$ cat src/sv/dq_pkg.sv
package dq_pkg;

    localparam int DEPTH = 16;
    localparam int AW = $clog2(DEPTH);
    localparam int CW = $clog2(DEPTH + 1);
    localparam int SW = AW + 1;
    localparam int DW = 32;

    localparam logic [2:0] CMD_PUSH_FRONT = 3'd0;
    localparam logic [2:0] CMD_PUSH_BACK  = 3'd1;
    localparam logic [2:0] CMD_DROP_FRONT = 3'd2;
    localparam logic [2:0] CMD_DROP_BACK  = 3'd3;
    localparam logic [2:0] CMD_DUMP       = 3'd4;

    localparam logic [1:0] STAT_OK    = 2'd0;
    localparam logic [1:0] STAT_EMPTY = 2'd1;
    localparam logic [1:0] STAT_FULL  = 2'd2;

    typedef struct packed {
        logic [2:0]           cmd;
        logic signed [DW-1:0] data_in;
    } in_word_t;

    typedef struct packed {
        logic signed [DW-1:0] data_out;
        logic [1:0]           status;
        logic                 last;
    } out_word_t;

endpackage

$ cat src/sv/double_ended_queue_unit.sv
// Double-ended queue of signed 32-bit words held in a 16-entry ring store.
// Commands enter through a queue-style port: a word is taken on a clock edge
// with push high and full low. Each word carries a command (push front, push
// back, drop front, drop back, dump) and a value used only by the pushes.
// Results leave through a second queue-style port: the oldest result is on
// result_word while empty is low and is taken on an edge with pop high.
// A push or drop gives one status word, passed through the command queue and
// then the result queue. A dump of N stored elements gives N words, front
// first, the last one marked, or one status word if the deque is empty; the
// words come one per cycle from the single read port of the store while the
// result queue has room; so do pushes and drops, at one command per cycle.
// Unknown command codes are taken and discarded without a result.
// A two-entry command queue lets the port keep taking words while the
// execution side works; a two-entry result queue decouples the consumer.
// When the consumer stalls, the result queue fills, execution pauses, and
// full rises once the command queue is full too. Reset empties both queues
// and the deque; stored values are not cleared and are never read unwritten.
module double_ended_queue_unit (
    input  logic              clk,
    input  logic              rst_n,
    input  logic              push,
    output logic              full,
    input  dq_pkg::in_word_t  cmd_word,
    output logic              empty,
    input  logic              pop,
    output dq_pkg::out_word_t result_word
);
    import dq_pkg::*;

    logic     cq_valid;
    in_word_t cq_word;
    logic     cq_take;

    dq_front u_front (
        .clk      (clk),
        .rst_n    (rst_n),
        .push     (push),
        .full     (full),
        .cmd_word (cmd_word),
        .cq_valid (cq_valid),
        .cq_word  (cq_word),
        .cq_take  (cq_take)
    );

    dq_back u_back (
        .clk         (clk),
        .rst_n       (rst_n),
        .cq_valid    (cq_valid),
        .cq_word     (cq_word),
        .cq_take     (cq_take),
        .empty       (empty),
        .pop         (pop),
        .result_word (result_word)
    );

endmodule

$ cat src/sv/dq_ram.sv
module dq_ram #(
    parameter int WIDTH = 32,
    parameter int DEPTH = 16,
    localparam int AW = $clog2(DEPTH)
) (
    input  logic             clk,
    input  logic             we,
    input  logic [AW-1:0]    waddr,
    input  logic [WIDTH-1:0] wdata,
    input  logic             re,
    input  logic [AW-1:0]    raddr,
    output logic [WIDTH-1:0] rdata
);

    logic [WIDTH-1:0] mem_reg [DEPTH];
    logic [WIDTH-1:0] rdata_reg;

    always_ff @(posedge clk)
    begin
        if (we)
        begin
            mem_reg[waddr] <= wdata;
        end
        if (re)
        begin
            rdata_reg <= mem_reg[raddr];
        end
    end

    assign rdata = rdata_reg;

endmodule

$ cat src/sv/dq_front.sv
module dq_front (
    input  logic             clk,
    input  logic             rst_n,
    input  logic             push,
    output logic             full,
    input  dq_pkg::in_word_t cmd_word,
    output logic             cq_valid,
    output dq_pkg::in_word_t cq_word,
    input  logic             cq_take
);
    import dq_pkg::*;

    in_word_t   mem_reg [2];
    logic [1:0] cnt_reg, cnt_next;
    logic       wr_reg, wr_next;
    logic       rd_reg, rd_next;
    logic       accept;
    logic       enq;
    logic       deq;

    assign full   = (cnt_reg == 2'd2);
    assign accept = push && !full;
    // Codes outside the command set are taken and dropped here.
    assign enq    = accept && (cmd_word.cmd inside {[CMD_PUSH_FRONT:CMD_DUMP]});
    assign deq    = cq_take && (cnt_reg != 2'd0);

    assign cq_valid = (cnt_reg != 2'd0);
    assign cq_word  = mem_reg[rd_reg];

    always_comb
    begin
        wr_next  = enq ? ~wr_reg : wr_reg;
        rd_next  = deq ? ~rd_reg : rd_reg;
        cnt_next = cnt_reg + {1'b0, enq} - {1'b0, deq};
    end

    always_ff @(posedge clk or negedge rst_n)
    begin
        if (!rst_n)
        begin
            cnt_reg <= 2'd0;
            wr_reg  <= 1'b0;
            rd_reg  <= 1'b0;
        end
        else
        begin
            cnt_reg <= cnt_next;
            wr_reg  <= wr_next;
            rd_reg  <= rd_next;
        end
    end

    always_ff @(posedge clk)
    begin
        if (enq)
        begin
            mem_reg[wr_reg] <= cmd_word;
        end
    end

endmodule

$ cat src/sv/dq_back.sv
module dq_back (
    input  logic              clk,
    input  logic              rst_n,
    input  logic              cq_valid,
    input  dq_pkg::in_word_t  cq_word,
    output logic              cq_take,
    output logic              empty,
    input  logic              pop,
    output dq_pkg::out_word_t result_word
);
    import dq_pkg::*;

    localparam logic ST_RUN  = 1'b0;
    localparam logic ST_DUMP = 1'b1;

    logic          state_reg, state_next;
    logic [AW-1:0] front_reg, front_next;
    logic [CW-1:0] count_reg, count_next;
    logic [CW-1:0] idx_reg, idx_next;
    logic          pend_reg, pend_next;
    logic          pend_last_reg, pend_last_next;

    out_word_t     omem_reg [2];
    logic [1:0]    ocnt_reg;
    logic          owr_reg;
    logic          ord_reg;

    logic          pop_ok;
    logic [2:0]    occ;
    logic          room;
    logic          is_full;
    logic          is_empty;
    logic [AW-1:0] front_dec;
    logic [SW-1:0] back_sum;
    logic [AW-1:0] back_addr;
    logic [SW-1:0] dump_sum;
    logic [AW-1:0] dump_addr;
    logic          dump_last;

    logic          ram_we;
    logic [AW-1:0] ram_waddr;
    logic          ram_re;
    logic [DW-1:0] ram_rdata;

    logic          imm_valid;
    logic [1:0]    imm_status;
    logic          owr_en;
    out_word_t     owr_word;

    assign pop_ok = pop && (ocnt_reg != 2'd0);
    assign occ    = {1'b0, ocnt_reg} + {2'b00, pend_reg};
    // Status words go straight into the result queue; a store read waits in pend_reg first.
    assign room   = (occ <= 3'd1) || (pop_ok && (occ <= 3'd2));

    assign is_full   = (count_reg == CW'(DEPTH));
    assign is_empty  = (count_reg == '0);
    assign front_dec = (front_reg == '0) ? AW'(DEPTH - 1) : front_reg - AW'(1);

    // Both sums stay below twice the depth, so one subtract wraps them.
    assign back_sum  = SW'(front_reg) + SW'(count_reg);
    assign back_addr = (back_sum >= SW'(DEPTH)) ? AW'(back_sum - SW'(DEPTH)) : AW'(back_sum);
    assign dump_sum  = SW'(front_reg) + SW'(idx_reg);
    assign dump_addr = (dump_sum >= SW'(DEPTH)) ? AW'(dump_sum - SW'(DEPTH)) : AW'(dump_sum);
    assign dump_last = ((idx_reg + CW'(1)) == count_reg);

    always_comb
    begin
        state_next     = state_reg;
        front_next     = front_reg;
        count_next     = count_reg;
        idx_next       = idx_reg;
        cq_take        = 1'b0;
        ram_we         = 1'b0;
        ram_waddr      = front_dec;
        ram_re         = 1'b0;
        imm_valid      = 1'b0;
        imm_status     = STAT_OK;
        case (state_reg)
            ST_RUN:
            begin
                if (cq_valid && !pend_reg && room)
                begin
                    cq_take = 1'b1;
                    case (cq_word.cmd)
                        CMD_PUSH_FRONT:
                        begin
                            imm_valid = 1'b1;
                            if (is_full)
                            begin
                                imm_status = STAT_FULL;
                            end
                            else
                            begin
                                ram_we     = 1'b1;
                                ram_waddr  = front_dec;
                                front_next = front_dec;
                                count_next = count_reg + CW'(1);
                            end
                        end
                        CMD_PUSH_BACK:
                        begin
                            imm_valid = 1'b1;
                            if (is_full)
                            begin
                                imm_status = STAT_FULL;
                            end
                            else
                            begin
                                ram_we     = 1'b1;
                                ram_waddr  = back_addr;
                                count_next = count_reg + CW'(1);
                            end
                        end
                        CMD_DROP_FRONT:
                        begin
                            imm_valid = 1'b1;
                            if (is_empty)
                            begin
                                imm_status = STAT_EMPTY;
                            end
                            else
                            begin
                                front_next = (front_reg == AW'(DEPTH - 1)) ?
                                             '0 : front_reg + AW'(1);
                                count_next = count_reg - CW'(1);
                            end
                        end
                        CMD_DROP_BACK:
                        begin
                            imm_valid = 1'b1;
                            if (is_empty)
                            begin
                                imm_status = STAT_EMPTY;
                            end
                            else
                            begin
                                count_next = count_reg - CW'(1);
                            end
                        end
                        CMD_DUMP:
                        begin
                            if (is_empty)
                            begin
                                imm_valid  = 1'b1;
                                imm_status = STAT_EMPTY;
                            end
                            else
                            begin
                                state_next = ST_DUMP;
                                idx_next   = '0;
                            end
                        end
                        default:
                        begin
                            imm_valid = 1'b0;
                        end
                    endcase
                end
            end
            ST_DUMP:
            begin
                if (room)
                begin
                    ram_re   = 1'b1;
                    idx_next = idx_reg + CW'(1);
                    if (dump_last)
                    begin
                        state_next = ST_RUN;
                    end
                end
            end
            default:
            begin
                state_next = ST_RUN;
            end
        endcase
        pend_next      = ram_re;
        pend_last_next = ram_re && dump_last;
    end

    dq_ram #(
        .WIDTH (DW),
        .DEPTH (DEPTH)
    ) u_store (
        .clk   (clk),
        .we    (ram_we),
        .waddr (ram_waddr),
        .wdata (cq_word.data_in),
        .re    (ram_re),
        .raddr (dump_addr),
        .rdata (ram_rdata)
    );

    // Read data from a dump and immediate status words never arrive together.
    always_comb
    begin
        owr_en = pend_reg || imm_valid;
        if (pend_reg)
        begin
            owr_word.data_out = ram_rdata;
            owr_word.status   = STAT_OK;
            owr_word.last     = pend_last_reg;
        end
        else
        begin
            owr_word.data_out = '0;
            owr_word.status   = imm_status;
            owr_word.last     = 1'b1;
        end
    end

    assign empty       = (ocnt_reg == 2'd0);
    assign result_word = omem_reg[ord_reg];

    always_ff @(posedge clk or negedge rst_n)
    begin
        if (!rst_n)
        begin
            state_reg     <= ST_RUN;
            front_reg     <= '0;
            count_reg     <= '0;
            idx_reg       <= '0;
            pend_reg      <= 1'b0;
            pend_last_reg <= 1'b0;
            ocnt_reg      <= 2'd0;
            owr_reg       <= 1'b0;
            ord_reg       <= 1'b0;
        end
        else
        begin
            state_reg     <= state_next;
            front_reg     <= front_next;
            count_reg     <= count_next;
            idx_reg       <= idx_next;
            pend_reg      <= pend_next;
            pend_last_reg <= pend_last_next;
            ocnt_reg      <= ocnt_reg + {1'b0, owr_en} - {1'b0, pop_ok};
            if (owr_en)
            begin
                owr_reg <= ~owr_reg;
            end
            if (pop_ok)
            begin
                ord_reg <= ~ord_reg;
            end
        end
    end

    always_ff @(posedge clk)
    begin
        if (owr_en)
        begin
            omem_reg[owr_reg] <= owr_word;
        end
    end

endmodule
$ cat config.mk
export PLATFORM = sky130hd
export DESIGN_NAME = double_ended_queue_unit
export DESIGN_NICKNAME = d
export VERILOG_FILES = /design/src/sv/dq_pkg.sv /design/src/sv/double_ended_queue_unit.sv /design/src/sv/dq_ram.sv /design/src/sv/dq_front.sv /design/src/sv/dq_back.sv
export SDC_FILE = /design/constraint.sdc
export NUM_CORES = 1
export LEC_CHECK = 0
export BUFFER_PORTS_ARGS = -buffer_cell sky130_fd_sc_hd__buf_4
export CORE_MARGIN = 4
export CORE_UTILIZATION = 35
export CTS_BUF_LIST = sky130_fd_sc_hd__clkbuf_8
export CTS_CLUSTER_DIAMETER = 200
export DETAILED_ROUTE_END_ITERATION = 12
export PLACE_DENSITY_LB_ADDON = 0.12
export SETUP_SLACK_MARGIN = 0.5
export SYNTH_ARGS = -nofsm -noshare
export SYNTH_HDL_FRONTEND = slang
export SYNTH_SLANG_ARGS = --single-unit
$ cat constraint.sdc
create_clock -name clk -period 3.6 [get_ports clk]
set_clock_uncertainty 0.1 [all_clocks]
set_input_delay 0.54 -clock clk [delete_from_list [all_inputs] [get_ports clk]]
set_output_delay 0.54 -clock clk [all_outputs]
set_load 0.02 [all_outputs]
==> metrics.cfg, run 1 <==
[floorplanning]
die_x_um = 290
start_util = 0.356
die_h_um = 290
core_area_um2 = 78000
dieArea_um2 = 83800
io_pins = 76
rows = 102

[synth]
ys_warn_count = 0
ys_top_cells_by_area = edfxtp_1, mux4_2, mux2_2, dfrtp_1, and2_1
syn_inst = 1373
synth-edff-count = 684
synthFlopType = edfxtp_1
syn_area_um2 = 27700
async_flop_share = 0.0353
yosysSeqAreaShare = 0.763
synth_largest_area_cell = edfxtp_1
synth_area_per_cell_um2 = 20.2
yosysMostFrequentCell = edfxtp_1
synth.distinct_cells = 55
synth_top_cell_area_share = 0.741
syn_nets = 1433
ys_ff_latch = 709
synth_common_cells = edfxtp_1, mux4_2, nand2_1

[timing]
fin_crit_sh = 0.831
holdWs_ns = 0.136
slew_headroom = 0.327
setup_viol = 0
rsz0062_at_grt = no
fin_tns_setup_ns = 0
tightest_slew_ns = 1.00
fmax_mhz = 334
slew_violations = 0
min_period_ns = 2.99
hold_viol_final = 0

[drt]
drc = 0
via_per_inst = 5.02
postRouteAntennaNets = 0
drt-total-wl_um = 68000
num_vias = 13849
first_pass_iters = 7
drtIter0Drc = 955
wire_per_inst_um = 24.7

[grt]
use_met2 = 0.272
grt.overflow.total = 0
grt_max_degree = 51
use_met3 = 0.0280
met1_usage = 0.224
grtUsageTotal = 0.164
busiest_layer = met2
antenna_found_initial = 1
grt_pass1_vias = 14864
grt_pass1_wl_um = 99800

[clocking]
htreeDepth = 3
clk_pin_slew_ns = 0.06
cts_tree = yes
clkLatencyLatePin_ns = 0.73
cts_made_buffers = 118
clk_path_buf_depth = 3
cts_sinks = 709
cts_root_buf = clkbuf_8

[worst_setup_path]
crit_path_top_delay_cell = fa_4
crit_path_start_kind = flip-flop
timing.rr.start = u_back.front_reg[1]$_DFFE_PN0P_
worstPathRequired_ns = 3.91
reg2reg_to = u_back.u_store.rdata[30]$_DFFE_PP_
rr_worst_depth = 8
crit_arrival_ns = 3.30
path_class = flip-flop to flip-flop
worstPathCellList = clkinvlp_4 -> fa_4 -> buf_12 -> buf_16 -> mux4_2 -> and2_1 -> a211oi_1 -> a31oi_1
critPathMaxFanout = 23
endpoint_kind = flip-flop
reg2reg_setup_slack_ns = 0.61
cpPeakStageDelay_ns = 0.85

[final_layout]
final_layout_size_suffix_gt1_frac = 0.320
largest_register_ffs = 512
fin_nets = 1680
area_delta_synth_final_pct = 19.3
n_fill_cell = 6858
instances_no_fill = 2757

[run_status]
status = completed

[hold_path]
worst_hold_startpoint = pop
holdPathStages = 3
hold_path_class = primary input to flip-flop
whs_endpoint = u_back.ord_reg$_DFFE_PN0P_

[power]
power_density_nw_per_um2 = 1020
p_leak_uw = 0.0109
peakVddDrop_mv = 1.39

[run]
max_cap_viol_count = 0

[placed_design]
dpl.hpwl_um = 36700
port_buffers = 75
placed_cells = 2489
gp_congestion = 0.724

## routing by layer
metal	part of all wire	wire, um
met1	0.45	30600
met5	0	0
met4	0.027	1830
met3	0.040	2720
met2	0.48	32900
## timing repair
item	in CTS	in global routing
endpoints found under the setup margin	332	338
hold buffers	36	0
gates resized for setup	8	16
endpoints found under the hold margin	95	0
gates cloned	4	1
pin swaps	2	2
setup buffers	5	5
## cell usage in the layout, fill, tap and decap left out, types with 9 or more instances in the layout
cell	instances
nor2_4	18
and2_1	67
dfrtp_1	20
nor2_1	14
a211oi_1	26
o21ai_0	10
xnor2_1	22
buf_12	24
ha_1	17
clkinv_1	31
a31oi_1	34
edfxtp_1	684
buf_4	120
nand2_1	75
inv_1	59
dlygate4sd3_1	36
clkbuf_8	119
clkinv_2	9
mux4_2	128
xor2_1	10
mux2_2	70
## area by class of cell
class / instances / area, um^2 / share of cell area
sequential: 709 / 21200 / 0.640
multi-input combinational: 585 / 6500 / 0.196
timing repair buffer: 187 / 1920 / 0.0580
clock buffer: 119 / 1640 / 0.0495
tap: 1040 / 1300 / 0.0393
clock inverter: 93 / 475 / 0.0144
inverter: 19 / 75.1 / 0.00227
antenna: 5 / 12.5 / 0.000378
## critical path, delay by kind of cell (launching register included)
family / cells / cell delay, ns
buf+inv: 3 / 0.51
flops: 1 / 0.41
simple gates: 1 / 0.17
compound gates: 2 / 0.32
fa+ha+maj: 1 / 0.85
mux: 1 / 0.31
## logic make-up (layout without fill, tap and decap cells)
logic type	count (synthesis)	in the layout	synth area share
other cells	0	5	0
flops	709	709	0.763
simple gates	211	211	0.0386
compound gates	115	115	0.0295
mux	202	202	0.134
xor+xnor	35	36	0.0113
fa+ha+maj	21	21	0.0103
buf+inv	80	418	0.0132
## how the worst max path moves through the flow
stage,from,end,slack (ns)
floorplan,u_back.ocnt_reg[0]$_DFF_PN0_,u_back.u_store.mem_reg[12][0]$_DFFE_PP_,0.02
global placement,u_back.front_reg[1]$_DFFE_PN0P_,u_back.u_store.rdata[28]$_DFFE_PP_,0.31
detailed placement,u_back.front_reg[1]$_DFFE_PN0P_,u_back.u_store.rdata[21]$_DFFE_PP_,0.33
CTS,u_back.front_reg[1]$_DFFE_PN0P_,u_back.u_store.rdata[9]$_DFFE_PP_,0.50
global route,u_back.idx_reg[1]$_DFFE_PN0P_,u_back.u_store.rdata[30]$_DFFE_PP_,0.50
finish,u_back.front_reg[1]$_DFFE_PN0P_,u_back.u_store.rdata[30]$_DFFE_PP_,0.61
## power by group
group	internal, uW	total (uW)	switching (uW)
Clock	3220	6400	3180
Sequential	11100	11500	460
Combinational	6840	15900	9010
Total	21100	33800	12700
## stage by stage
stage	setup slack, ns	utilization	area (um^2)	total power, uW
2_1_floorplan	0.0164	-	27800	21500
6_report	0.609	0.424	33100	33800
3_5_place_dp	0.331	0.388	30300	26600
5_1_grt	0.497	0.424	33100	35900
3_3_place_gp	0.313	0.388	30300	26500
4_1_cts	0.503	0.423	32900	34100
(Power assumes the default switching activity.)
==> inputs of run 2 (changes only) <==
- clock period: 3.6 -> 2.5 ns (I/O delays scaled with it)
==> run 2 against run 1 <==
  * Clock-buffer cell count unchanged
  * Clock power increased by 41%
  * Wire length increased by 14%
  * Register-to-register slack got worse by 1.0 ns
  * Sequential cell count unchanged
  * The run now ends with setup timing left
  * Hold slack got worse by 0.015 ns
  * First-iteration DRC count decreased by 12%
  * Setup slack got worse by 1.0 ns
  * Sequential share of layout area decreased by 6.8 points
  * Via count increased by 6.9%
  * Critical path depth increased by 1
  * Design area increased by 12%
==> metrics.cfg, run 2 (synthesized netlist as in run 1, its figures left out) <==
[run_status]
status = finished, violations left
violations = setup timing

[floorplanning]
rows = 102  ; unchanged
io_pins = 76  ; unchanged
start_util = 0.356  ; unchanged
die_x_um = 290  ; unchanged
die_h_um = 290  ; unchanged
dieArea_um2 = 83800  ; unchanged
core_area_um2 = 78000  ; unchanged

[grt]
grt.overflow.total = 0  ; unchanged
grt_max_degree = 43  ; -16%
met1_usage = 0.237  ; +0.0137
grt_pass1_wl_um = 105000  ; +5.6%
use_met2 = 0.294  ; +0.0219
use_met3 = 0.0299  ; +0.00188
antenna_found_initial = 2  ; +1
grtUsageTotal = 0.175  ; +0.0111
busiest_layer = met2
grt_pass1_vias = 15229  ; +2.5%

[worst_setup_path]
rr_worst_depth = 9  ; +1
crit_buf_inv = 3  ; unchanged
crit_path_top_delay_cell = fa_4
worstPathRequired_ns = 2.82  ; -1.09 ns
critPathMaxFanout = 15  ; -35%
critical_path_depth = 9  ; +1
crit_arrival_ns = 3.23  ; -0.07 ns
endpoint_kind = flip-flop
path_class = flip-flop to flip-flop
cpPeakStageDelay_ns = 0.83  ; -0.02 ns
worstPathCellList = ha_4 -> inv_2 -> fa_4 -> buf_12 -> buf_16 -> mux4_2 -> and2_4 -> a211oi_2 -> a31oi_1
cp_top_family = adder cells
crit_path_start_kind = flip-flop

[placed_design]
placed_area_um2 = 31200  ; +3.2%
placed_cells = 2548  ; +2.4%
gp_congestion = 0.742  ; +2.5%
dpl.hpwl_um = 39700  ; +8.2%
port_buffers = 75  ; unchanged

[timing]
slew_violations = 0  ; unchanged
fin_ws_ns = -0.414  ; -1.02 ns
min_period_ns = 2.91  ; -0.0771 ns
tightest_slew_ns = 0.559  ; -0.446 ns
hold_viol_final = 0  ; unchanged
holdWs_ns = 0.121  ; -0.0148 ns
fin_crit_sh = 1.17  ; +0.335
fmax_mhz = 343  ; +2.6%
slew_headroom = 0.627  ; +0.301
rsz0062_at_grt = yes
fin_tns_setup_ns = -132.67  ; -132.67 ns
setup_viol = 544  ; +544

[drt]
postRouteAntennaNets = 0  ; unchanged
drt-total-wl_um = 77300  ; +14%
num_vias = 14811  ; +6.9%
drc = 0  ; unchanged
drtIter0Drc = 844  ; -12%
via_per_inst = 5.03  ; +0.15%
wire_per_inst_um = 26.3  ; +6.4%
first_pass_iters = 5  ; -2

[clocking]
cts_tree = yes
cts_sinks = 709  ; unchanged
cts_root_buf = clkbuf_8
cts_made_buffers = 117  ; -0.85%
clk_pin_slew_ns = 0.07  ; about the same
clk_path_buf_depth = 3  ; unchanged
clkLatencyLatePin_ns = 0.72  ; about the same
htreeDepth = 3  ; unchanged

[final_layout]
instances_no_fill = 2944  ; +6.8%
largest_register_ffs = 512  ; unchanged
fin_nets = 1863  ; +11%
final_common_cell = edfxtp_1
mostFrequentLayoutCells = edfxtp_1, mux4_2, clkbuf_8, buf_4, buf_12
area_delta_synth_final_pct = 33.4
design_area_um2 = 37000  ; +12%
final_layout_size_suffix_gt1_frac = 0.431  ; +0.111

[power]
power_density_nw_per_um2 = 1450  ; +42%
p_leak_uw = 0.0127  ; +16%
peakVddDrop_mv = 1.90  ; +36%

[hold_path]
holdPathStages = 4  ; +1
hold_path_class = primary input to flip-flop

[run]
max_cap_viol_count = 0  ; unchanged

-- run 2: final timing paths --
check	startpoint	endpoint	slack, ns
setup reg to reg	u_back.idx_reg[0]$_DFFE_PN0P_	u_back.u_store.rdata[10]$_DFFE_PP_	-0.41
setup / recovery	u_back.idx_reg[0]$_DFFE_PN0P_	u_back.u_store.rdata[10]$_DFFE_PP_	-0.41
hold reg to reg	u_front.cnt_reg[1]$_DFF_PN0_	u_front.cnt_reg[1]$_DFF_PN0_	0.42
hold / removal	pop	u_back.ocnt_reg[0]$_DFF_PN0_	0.12
max in group asynchronous	rst_n	u_back.ord_reg$_DFFE_PN0P_	1.53
min in group asynchronous	rst_n	u_back.idx_reg[0]$_DFFE_PN0P_	0.58
-- run 2: timing repair --
item / in CTS / in global routing
gates resized for setup: 127 / 143
buffers inserted: 61 / 22
pin swaps: 23 / 31
cloned: 25 / 28
setup endpoints to repair: 1200 / 1236
hold endpoints to repair: 97 / 0
hold buffers: 40 / 0
-- run 2: final cells by class --
cell class              instances  area [um^2]
clock buffers                 119         1640
diodes                          3         7.51
inverters                      19         77.6
well taps                    1040         1300
clock inverters                98          437
repair buffers                372         5360
multi-input cells             584         7020
fillers                      6545        41000
flip-flops and latches        709        21200
-- run 2: report_power, final --
part	internal [uW]	switching (uW)	leakage, uW
sequential	15900	815	0.00650
combinational	13700	14200	0.00495
clock	4440	4590	0.00123
total	34000	19600	0.0127
-- run 2: stage by stage --
| step | power, uW | setup WS, ns | util |
|---|---|---|---|
| after detailed placement | 40200 | -0.420 | 0.401 |
| final | 53600 | -0.414 | 0.475 |
| after CTS | 52400 | -0.403 | 0.457 |
| after global routing | 56700 | -0.469 | 0.475 |
| after floorplan | 32200 | -0.225 | - |
| after global placement | 40000 | -0.427 | 0.401 |
-- run 2: metal layers --
layer / wire (um) / up-vias
li1: - / 6466
met1: 33200 / 7885
met2: 39200 / 362
met3: 3400 / 98
met4: 1540 / 0
met5: 0 / -
-- run 2: worst register-to-register path: stages (launching register included) --
cell and delay [ns]:
dfrtp_1 0.39, ha_4 0.15, inv_2 0.04, fa_4 0.83
buf_12 0.17, buf_16 0.19, mux4_2 0.32, and2_4 0.15
a211oi_2 0.17, a31oi_1 0.10
==> inputs of run 3 (changes only) <==
- SKIP_CTS_REPAIR_TIMING: default -> 1
==> run 3 against run 2 <==
  * Core utilization decreased by 2.2 points
  * Sequential cell count unchanged
  * Wire length decreased by 5.7%
  * Cell count decreased by 2.3%
  * The flow still finishes with violations (setup timing)
  * Combinational power decreased by 8.2%
  * Maximum frequency increased by 0.28%
  * Hold slack got worse by 0.11 ns
  * Total power decreased by 4.2%
  * Setup slack improved by 0.0082 ns
  * Die area unchanged
  * Sequential power about the same
==> metrics.cfg, run 3 (synthesized netlist as in run 1, its figures left out) <==
[placed_design]
placed_cells = 2548  ; unchanged
placed_area_um2 = 31200  ; unchanged
dpl.hpwl_um = 39700  ; unchanged
gp_congestion = 0.742  ; unchanged
post-place-ws_ns = -0.420  ; unchanged
port_buffers = 75  ; unchanged

[final_layout]
final_common_cell = edfxtp_1
mostFrequentLayoutCells = edfxtp_1, buf_4, mux4_2, clkbuf_8, nand2_1
largest_register_ffs = 512  ; unchanged
fin_nets = 1796  ; -3.6%
instances_no_fill = 2876  ; -2.3%
final_layout_size_suffix_gt1_frac = 0.394  ; -0.0366
fin_util = 0.453  ; -0.0218
n_fill_cell = 6705  ; +2.4%
area_delta_synth_final_pct = 27.3
design_area_um2 = 35300  ; -4.6%

[clocking]
clk_path_buf_depth = 3  ; unchanged
cts_tree = yes
clkLatencyLatePin_ns = 0.71  ; about the same
cts_sinks = 709  ; unchanged
clk_pin_slew_ns = 0.07  ; about the same
htreeDepth = 3  ; unchanged
cts_root_buf = clkbuf_8
cts_made_buffers = 117  ; unchanged

[worst_setup_path]
crit_buf_inv = 4  ; +1
cpPeakStageDelay_ns = 0.87  ; +0.04 ns
endpoint_kind = flip-flop
critPathMaxFanout = 7  ; -8
crit_path_top_delay_cell = fa_4
path_class = flip-flop to flip-flop
reg2reg_setup_slack_ns = -0.41  ; about the same
cp_top_family = adder cells
rr_worst_depth = 10  ; +1
crit_path_start_kind = flip-flop
worstPathCellList = ha_4 -> inv_2 -> fa_4 -> buf_12 -> buf_6 -> clkbuf_16 -> mux4_2 -> and2_1 -> a211oi_1 -> a31oi_1
timing.rr.start = u_back.idx_reg[0]$_DFFE_PN0P_
worstPathRequired_ns = 2.85  ; +0.03 ns
reg2reg_to = u_back.u_store.rdata[14]$_DFFE_PP_
crit_arrival_ns = 3.26  ; +0.03 ns

[floorplanning]
dieArea_um2 = 83800  ; unchanged
io_pins = 76  ; unchanged
rows = 102  ; unchanged
die_x_um = 290  ; unchanged
start_util = 0.356  ; unchanged
die_h_um = 290  ; unchanged
core_area_um2 = 78000  ; unchanged

[timing]
fin_crit_sh = 1.16  ; -0.00330
fin_ws_ns = -0.406  ; +0.00824 ns
hold_viol_final = 0  ; unchanged
setup_viol = 558  ; +2.6%
slew_violations = 0  ; unchanged
tightest_slew_ns = 0.567  ; +0.00845 ns
slew_headroom = 0.622  ; -0.00563
fin_tns_setup_ns = -100.78  ; +31.89 ns
min_period_ns = 2.91  ; -0.00824 ns
rsz0062_at_grt = yes
fmax_mhz = 344  ; +0.28%

[drt]
wire_per_inst_um = 25.3  ; -3.5%
num_vias = 14381  ; -2.9%
drtIter0Drc = 844  ; unchanged
via_per_inst = 5.00  ; -0.61%
first_pass_iters = 5  ; unchanged
postRouteAntennaNets = 0  ; unchanged
drc = 0  ; unchanged
drt-total-wl_um = 72900  ; -5.7%

[grt]
grt_max_degree = 43  ; unchanged
antenna_found_initial = 2  ; unchanged
grt_pass1_vias = 14646  ; -3.8%
grt_pass1_wl_um = 97600  ; -7.3%
grt.overflow.total = 0  ; unchanged
grtUsageTotal = 0.160  ; -0.0156

[run_status]
violations = setup timing
status = finished, violations left

[power]
switching_share = 0.366  ; +0.000769
p_leak_uw = 0.0119  ; -6.4%
net-switching-power_uw = 18800  ; -4.0%
peakVddDrop_mv = 1.73  ; -8.6%
p_seq_frac = 0.325  ; +0.013
cellInternalPower_uw = 32600  ; -4.4%
power_frac_comb = 0.499  ; -0.020
power_density_nw_per_um2 = 1450  ; +0.36%
p_clk_frac = 0.176  ; +0.008

[run]
max_cap_viol_count = 0  ; unchanged

[hold_path]
hold_path_class = primary input to async pin

==> run 3: changes by cell type in the layout (fill, tap and decap cells not counted), sizes merged <==
| cell | delta |
|---|---|
| buf | -72 |
| dlygate4sd3 | -2 |
| clkbuf | +7 |
| diode | -1 |
==> run 3: per-stage QoR <==
step / power, uW / hold WS (ns)
floorplan: 32200 / -0.0206
global placement: 40000 / 0.222
detailed placement: 40200 / 0.222
CTS: 49400 / -0.580
global route: 54400 / 0.00568
finish: 51400 / 0.0161
==> run 3: worst max path at each step <==
stage | cells past startpoint | slack [ns] | start | to
global placement | 8 | -0.43 | u_back.idx_reg[0]$_DFFE_PN0P_ | u_back.u_store.rdata[10]$_DFFE_PP_
floorplan | 7 | -0.23 | u_back.ocnt_reg[0]$_DFF_PN0_ | u_back.u_store.mem_reg[12][0]$_DFFE_PP_
CTS | 8 | -0.46 | u_back.idx_reg[0]$_DFFE_PN0P_ | u_back.u_store.rdata[10]$_DFFE_PP_
finish | 10 | -0.41 | u_back.idx_reg[0]$_DFFE_PN0P_ | u_back.u_store.rdata[14]$_DFFE_PP_
detailed placement | 8 | -0.42 | u_back.idx_reg[0]$_DFFE_PN0P_ | u_back.u_store.rdata[10]$_DFFE_PP_
global route | 9 | -0.45 | u_back.idx_reg[0]$_DFFE_PN0P_ | u_back.u_store.rdata[27]$_DFFE_PP_
==> run 3: cell type report <==
cell class              count  area (um^2)  area share
diodes                      2         5.00    0.000142
well taps                1040         1300      0.0369
multi-input cells         584         6760       0.191
repair buffers            305         3920       0.111
flip-flops and latches    709        21200       0.600
clock buffers             119         1640      0.0464
clock inverters            98          437      0.0124
inverters                  19         75.1     0.00213
==> run 3: worst register-to-register path: stages, from the launching register on <==
cell	delay (ns)
dfrtp_1	0.38
ha_4	0.15
inv_2	0.04
fa_4	0.87
buf_12	0.14
buf_6	0.14
clkbuf_16	0.17
mux4_2	0.28
and2_1	0.16
a211oi_1	0.16
a31oi_1	0.06
==> run 3: power groups by stage <==
stage	Sequential, uW	Clock [uW]	Combinational (uW)
detailed placement	16900	0	23300
finish	16700	9020	25600
floorplan	16500	0	15700
global placement	16900	0	23100
CTS	16700	9380	23400
global route	16800	9950	27700
==> run 3: per-layer routing <==
layer  vias to the layer above  track usage  wire length, um
met2                       343        0.263            35800
met5                         -            0                0
met3                        90       0.0278             3450
met4                         0       0.0434             1080
met1                      7627        0.221            32600
li1                       6321            -                -
